===== src/hdl/hcd_pkg.sv =====
package hcd_pkg;

    // Defaults for the top-level parameters.
    localparam int MAX_WIDTH_DEF  = 1024;
    localparam int NMS_RADIUS_DEF = 2;

    // Field and register widths.
    localparam int PIX_W     = 8;
    localparam int GRAD_W    = 11;
    localparam int GPAIR_W   = 2 * GRAD_W;
    localparam int RESP_W    = 23;
    localparam int IMG_W_W   = 11;
    localparam int IMG_H_W   = 13;
    localparam int THR_W     = 19;
    localparam int ROW_W     = 12;
    localparam int OCOL_W    = 10;
    localparam int H_MAX     = 4096;
    localparam int CFG_IDX_W = 2;

    // Line ring geometry: sixteen rows.
    localparam int RING_W = 4;

    // Arithmetic widths.
    localparam int POS_W  = 25;
    localparam int ACC_W  = 38;
    localparam int ABC_W  = 26;
    localparam int NUM_W  = 2 * ABC_W;
    localparam int DEN_W  = ABC_W + 1;
    localparam int ITER_W = 6;
    localparam int WT_W   = 14;
    localparam int WIN_W  = 4;

    localparam logic [RESP_W-1:0] RESP_MAX = {RESP_W{1'b1}};

    localparam logic [CFG_IDX_W-1:0] CFG_IMAGE_WIDTH  = 2'd0;
    localparam logic [CFG_IDX_W-1:0] CFG_IMAGE_HEIGHT = 2'd1;
    localparam logic [CFG_IDX_W-1:0] CFG_THRESHOLD    = 2'd2;

    localparam logic [ITER_W-1:0] ITERS_POS  = ITER_W'(POS_W);
    localparam logic [ITER_W-1:0] ITERS_RESP = ITER_W'(NUM_W);

    typedef struct packed {
        logic              start;
        logic [ITER_W-1:0] iters;
        logic [NUM_W-1:0]  dividend;
        logic [DEN_W-1:0]  divisor;
    } t_div_req;

    typedef struct packed {
        logic             done;
        logic [NUM_W-1:0] quot;
        logic [DEN_W-1:0] rem;
    } t_div_rsp;

    // Q0.16 Gaussian weight of the 6x6 smoothing window, symmetric about its center.
    function automatic logic [WT_W-1:0] gauss_weight(input logic [WIN_W-1:0] tr,
                                                     input logic [WIN_W-1:0] tc);
        logic [WIN_W-1:0] mr;
        logic [WIN_W-1:0] mc;
        logic [3:0]       key;
        logic [WT_W-1:0]  wt;
        mr  = (tr < WIN_W'(3)) ? tr : WIN_W'(5) - tr;
        mc  = (tc < WIN_W'(3)) ? tc : WIN_W'(5) - tc;
        key = {mr[1:0], mc[1:0]};
        case (key)
            4'd0:    wt = WT_W'(20);
            4'd1:    wt = WT_W'(151);
            4'd2:    wt = WT_W'(406);
            4'd4:    wt = WT_W'(151);
            4'd5:    wt = WT_W'(1101);
            4'd6:    wt = WT_W'(3002);
            4'd8:    wt = WT_W'(406);
            4'd9:    wt = WT_W'(3002);
            4'd10:   wt = WT_W'(8153);
            default: wt = '0;
        endcase
        return wt;
    endfunction

endpackage


===== src/hdl/hcd_div.sv =====
module hcd_div (
    input  logic              i_clk,
    input  logic              i_rst_n,
    input  hcd_pkg::t_div_req i_req,
    output hcd_pkg::t_div_rsp o_rsp
);
    import hcd_pkg::*;

    // Restoring divider, one quotient bit per cycle. A short dividend is placed in
    // the upper bits and run for fewer iterations.
    logic              r_busy;
    logic              r_done;
    logic [ITER_W-1:0] r_cnt;
    logic [NUM_W-1:0]  r_q;
    logic [DEN_W-1:0]  r_rem;
    logic [DEN_W-1:0]  r_div;

    logic [DEN_W:0]    rem_sh;
    logic [DEN_W+1:0]  diff;

    always_comb begin
        rem_sh = {r_rem, r_q[NUM_W-1]};
        diff   = {1'b0, rem_sh} - {2'b00, r_div};
    end

    always_ff @(posedge i_clk) begin
        if (!i_rst_n) begin
            r_busy <= 1'b0;
            r_done <= 1'b0;
        end else begin
            r_done <= !i_req.start && r_busy && (r_cnt == ITER_W'(1));
            if (i_req.start) begin
                r_busy <= 1'b1;
                r_cnt  <= i_req.iters;
                r_q    <= i_req.dividend;
                r_rem  <= '0;
                r_div  <= i_req.divisor;
            end else if (r_busy) begin
                if (!diff[DEN_W+1]) begin
                    r_rem <= diff[DEN_W-1:0];
                    r_q   <= {r_q[NUM_W-2:0], 1'b1};
                end else begin
                    r_rem <= rem_sh[DEN_W-1:0];
                    r_q   <= {r_q[NUM_W-2:0], 1'b0};
                end
                r_cnt <= r_cnt - ITER_W'(1);
                if (r_cnt == ITER_W'(1)) begin
                    r_busy <= 1'b0;
                end
            end
        end
    end

    assign o_rsp.done = r_done;
    assign o_rsp.quot = r_q;
    assign o_rsp.rem  = r_rem;

endmodule


===== config.mk =====
export PLATFORM = sky130hd
export DESIGN_NAME = hcd_div
export DESIGN_NICKNAME = d
export VERILOG_FILES = /design/src/hdl/hcd_pkg.sv /design/src/hdl/hcd_div.sv
export SDC_FILE = /design/constraint.sdc
export NUM_CORES = 1
export LEC_CHECK = 0
export ABC_CLOCK_PERIOD_IN_PS = 7600
export BUFFER_PORTS_ARGS = -buffer_cell sky130_fd_sc_hd__buf_2
export CORE_MARGIN = 2
export CORE_UTILIZATION = 45
export CTS_CLUSTER_DIAMETER = 150
export DETAILED_ROUTE_END_ITERATION = 8
export HOLD_SLACK_MARGIN = 0.02
export PLACE_DENSITY = 0.8
export SLEW_MARGIN = 40
export SYNTH_ARGS = -nofsm -noshare
export SYNTH_HDL_FRONTEND = slang
export SYNTH_SLANG_ARGS = --single-unit
export TNS_END_PERCENT = 100

===== constraint.sdc =====
create_clock -name i_clk -period 7.6 [get_ports i_clk]
set_input_delay 0.38 -clock i_clk [delete_from_list [all_inputs] [get_ports i_clk]]
set_output_delay 0.38 -clock i_clk [all_outputs]
set_load 0.01 [all_outputs]

# --- Word level (Yosys, flattened, before mapping) ---
# Cells that the tools add are included.
# W data, S select, Z words.
word_totals:
  output_inout_bits: 80
  inputBits: 88
  elab_cells: 25
  reg_bits: 114
classes:
  reduce_logical: 6
  eq_ne: 1
  addsub: 2
  n_mux: 10
op_table:
  columns: ["cell", "n"]
  rows:
  - ["$mux W52", 2]
  - ["$mux W27", 2]
  - ["$sub A28 B27 Y29", 1]
  - ["$mux W6", 2]
  - ["$eq A6 B1 Y1 const B", 1]
  - ["$sub A6 B1 Y6 const B", 1]
  - ["$mux W1", 4]
  - ["$reduce_and A2 Y1", 2]
  - ["$logic_and A1 B1 Y1", 2]
  - ["$reduce_bool A2 Y1", 1]
  - ["$logic_not A1 Y1", 1]

# --- Logic depth before layout (Yosys ltp) ---
depth:
  ltp_word: 4
  depth_mapped: 12
  depth_no_buf: 11

# --- Worst setup path after synthesis ---
# Ideal clock, no wire load.
synth_path:
  kind: "input -> register"
  start: "input i_req[85] (netlist bit)"
  end: "register r_cnt[0] (enable)"
  t_required_ns: 7.150
  slack_ns: 4.044
  path_stages: 4
  path_buffers: 3
  setup_time_ns: 0.450
  arrival_ns: 3.106
  cell_sequence: "clkbuf_1 clkbuf_1 clkbuf_1 o21a_1"
synth_between:
  elab_chain_len: 2
synth_lines:
  columns: ["item", "line_no", "source"]
  rows:
  - ["from (decl)", "hcd_div.sv:4", "input hcd_pkg::t_div_req i_req,"]
  - ["$reduce_bool A2 Y1 (no source line)", null, null]
  - ["$reduce_and A2 Y1 (no source line)", null, null]
  - ["to (signal assigned)", "hcd_div.sv:34", "r_cnt <= i_req.iters;"]
  - ["to (signal assigned)", "hcd_div.sv:46", "r_cnt <= r_cnt - ITER_W'(1);"]
  - ["to (decl)", "hcd_div.sv:13", "logic [ITER_W-1:0] r_cnt;"]
# No other way between the ends.
# A chain may end at the register's enable or synchronous reset.

# --- Final worst setup path ---
layout_path:
  start: "register r_q[51]"
  end: "register r_rem[1], data pin"
layout_between:
  elab_chain_len: 3
layout_lines:
  columns: ["item", "line_no", "source"]
  rows:
  - ["from (decl)", "hcd_div.sv:14", "logic [NUM_W-1:0] r_q;"]
  - ["from (signal assigned)", "hcd_div.sv:35", "r_q <= i_req.dividend;"]
  - ["from (signal assigned)", "hcd_div.sv:41", "r_q <= {r_q[NUM_W-2:0], 1'b1};"]
  - ["from (signal assigned)", "hcd_div.sv:44", "r_q <= {r_q[NUM_W-2:0], 1'b0};"]
  - ["$sub A28 B27 Y29", "hcd_div.sv:23", "diff = {1'b0, rem_sh} - {2'b00, r_div};"]
  - ["$mux W27", "hcd_div.sv:39", "if (!diff[DEN_W+1]) begin"]
  - ["$mux W27", "hcd_div.sv:38", "end else if (r_busy) begin"]
  - ["to (signal assigned)", "hcd_div.sv:40", "r_rem <= diff[DEN_W-1:0];"]
  - ["to (signal assigned)", "hcd_div.sv:43", "r_rem <= rem_sh[DEN_W-1:0];"]
  - ["to (decl)", "hcd_div.sv:15", "logic [DEN_W-1:0] r_rem;"]
# No other way between the ends. The select of a mux whose other input is x is not followed.

==> impl_metrics.py <==
metrics = {
    "critical_path": {
        "crit_path_start_kind": "register",
        "endpoint_kind": "register",
        "critical_path_required_ps": 7830,
        "crit_fanout": 28,
        "criticalPathCategory": "reg2reg",
        "crit_arrival_ps": 3290,
        "ff2ff_setup_slack_ps": 4540,
    },
    "yosys": {
        "synthesis.nets": 630,
        "yosysTopAreaCellShare_pct": 55.0,
        "ys_seq_area_share_pct": 55.6,
        "yosys_warnings": 0,
        "synth_top_family_by_area": "compound AO/OA/AOI/OAI gates",
        "synth.area.top_cells": "edfxtp_1 55%, mux2_2 9.6%, ha_1 5.9%",
        "async_reset_ff_share_pct": 0,
        "synth_top_cell_by_area": "edfxtp_1",
        "ys_types": 61,
        "synth_seq_cells": 114,
        "synth_compound_area_share_pct": 12.0,
        "synth.avg_cell_area_um2": 11.9,
        "synth.area.mux_share_pct": 9.73,
        "synthAdderAreaFrac_pct": 6.26,
        "synthSimpleGateAreaFrac_pct": 9.51,
        "netlist_instances": 512,
        "synth_edf_count": 112,
        "ys.flop_type": "edfxtp_1",
        "yosys-top-cells-count": "112 x edfxtp_1, 59 x nand2_1, 52 x mux2_2",
        "syn_area_um2": 6120,
        "synth_xor_area_share_pct": 3.29,
        "yosysMostFrequentCell": "edfxtp_1",
    },
    "clocking": {
        "post_cts_buffers": 0,
        "cts_tree": "built",
        "cts-root-buf": "clkbuf_16",
        "clk_pin_slew_ps": 50,
        "cts_buffers": 17,
        "cts_resized": 0,
        "h-tree-depth": 4,
        "cts_hold_buf": 0,
        "clock_insertion_delay_worst_skew_ps": 410,
        "cts_sinks": 114,
        "clockBufferDepth": 2,
    },
    "placed_design": {
        "dp_hpwl_um": 10700,
        "dpl_cell_area_um2": 7140,
        "preCtsSetupSlack_ps": 4150,
        "numPortBuffers": 167,
        "routabilityCongestion": 0.915,
    },
    "cells_and_area": {
        "areaGrowthSynthToFinish_pct": 27.2,
        "num-fill-cells": 1094,
        "stdcell_area_um2": 7780,
        "antenna_cells": 0,
        "fin_util_pct": 58.8,
        "final_nets": 803,
        "final_layout_size_suffix_gt1_share_pct": 38.1,
    },
    "timing": {
        "period_needed_ps": 3060,
        "fin_setup_tns_ps": 0,
        "slew_viol_final": 0,
        "grt_setup_unrepaired": "no",
        "max_freq_ghz": 0.326,
        "hold_viol": 0,
        "final.period_utilization_pct": 40.3,
        "setup_viol_count_final": 0,
        "fin_ws_ps": 4540,
        "tightest_slew_ps": 693,
        "skew_ps": 7.95,
        "slew_headroom_pct": 52.6,
    },
    "floorplan": {
        "rows": 42,
        "chipHeight_um": 121,
        "die_w_um": 121,
        "floorplan.initialDensity_pct": 46.2,
        "dieArea_um2": 14500,
        "num_io_pins": 168,
        "core_area_um2": 13200,
    },
    "routing": {
        "drt-pass1-iter-count": 5,
        "drt-wirelength-per-cell_um": 17.2,
        "viasPerCell": 5.31,
        "drt_iter0_drc": 238,
        "drc": 0,
        "drt_wl_total_um": 15000,
        "num_vias": 4644,
        "antenna_left": 0,
    },
    "power_and_ir_drop": {
        "powerDensity_nw_per_um2": 267,
        "peakVddDrop_uv": 161,
        "p_total_mw": 2.08,
        "leakage_nw": 3.26,
    },
    "grt": {
        "antenna_found_initial": 1,
        "grt_pass1_vias": 4839,
        "grt_max_degree": 62,
        "grt_pass1_wl_um": 23900,
        "track_usage_pct": 21.5,
        "gr-total-overflow": 0,
    },
    "hold_path": {
        "hold_path.class": "in2reg",
    },
    "status": {
        "outcome": "completed",
    },
    "job": {
        "drv_cap": 0,
    },
}
routing by layer:
metal / track usage [%] / vias to the layer above / wire length (um)
li1: - / 2247 / -
met1: 24.5 / 2197 / 6030
met5: 0 / - / 13
met3: 8.87 / 24 / 1210
met4: 8.28 / 2 / 258
met2: 35.9 / 174 / 7480
stage by stage:
| step | cells | hold WS, ps |
|---|---|---|
| 2_1_floorplan | 512 | 428 |
| 3_3_place_gp | 841 | 455 |
| 3_5_place_dp | 841 | 466 |
| 4_1_cts | 873 | 123 |
| 5_1_grt | 874 | 124 |
| 6_report | 874 | 144 |
cells by family (layout without fill, tap and decap cells):
kind of cell	after synthesis	count (layout)
adders and majority gates	30	30
buffers and inverters	54	240
DFF	114	114
muxes	53	53
AOI/OAI and AO/OA	114	114
xor gates and xnor gates	23	23
and+or+nand+nor	124	124
final cells by class:
| type | count | area [um2] | share of cell area [%] |
|---|---|---|---|
| Multi-Input combinational cell | 344 | 2510 | 32.2 |
| Clock inverter | 13 | 209 | 2.68 |
| Sequential cell | 114 | 3400 | 43.7 |
| Inverter | 36 | 135 | 1.74 |
| Tap cell | 176 | 220 | 2.83 |
| Timing Repair Buffer | 172 | 876 | 11.3 |
| Clock buffer | 19 | 433 | 5.56 |
worst paths after layout:
kind | start | endpoint | cells past startpoint
hold / removal | i_req[19] | r_div[19] | 1
setup reg to reg | r_q[51] | r_rem[1] | 11
setup / recovery | r_q[51] | r_rem[1] | 11
hold reg to reg | r_busy | r_done | 2
power by group:
part | total, mW | switching (mW) | internal, mW
Combinational | 0.412 | 0.233 | 0.179
Clock | 0.872 | 0.291 | 0.582
Sequential | 0.791 | 0.0309 | 0.760
Total | 2.08 | 0.555 | 1.52
critical path: stages (launching register included):
cell and delay (ps):
edfxtp_1 360, inv_1 50, ha_1 220, fa_1 410, nor2b_1 230, o31a_1 210
o211ai_1 170, a211oi_2 320, nor2_1 130, nand2_2 450, nor2_1 80, a211oi_1 240
cell usage in the layout (no fill, tap or decap), drive strengths merged, types with 6 or more instances in the layout:
master	instances
nor2	25
a211oi	7
buf	172
nand2	60
xor2	7
edfxtp	112
clkbuf	19
a21o	7
inv	37
ha	29
nand3	6
o21ai	21
nor3	6
a21oi	44
mux2	52
o21a	6
xnor2	16
registers in the layout, indices dropped and copies added (netlist names):
name,cells
r_busy,1
r_rem,27
r_div,27
r_q,52
r_done,1
r_cnt,6
Power figures use the tool's default switching activity.
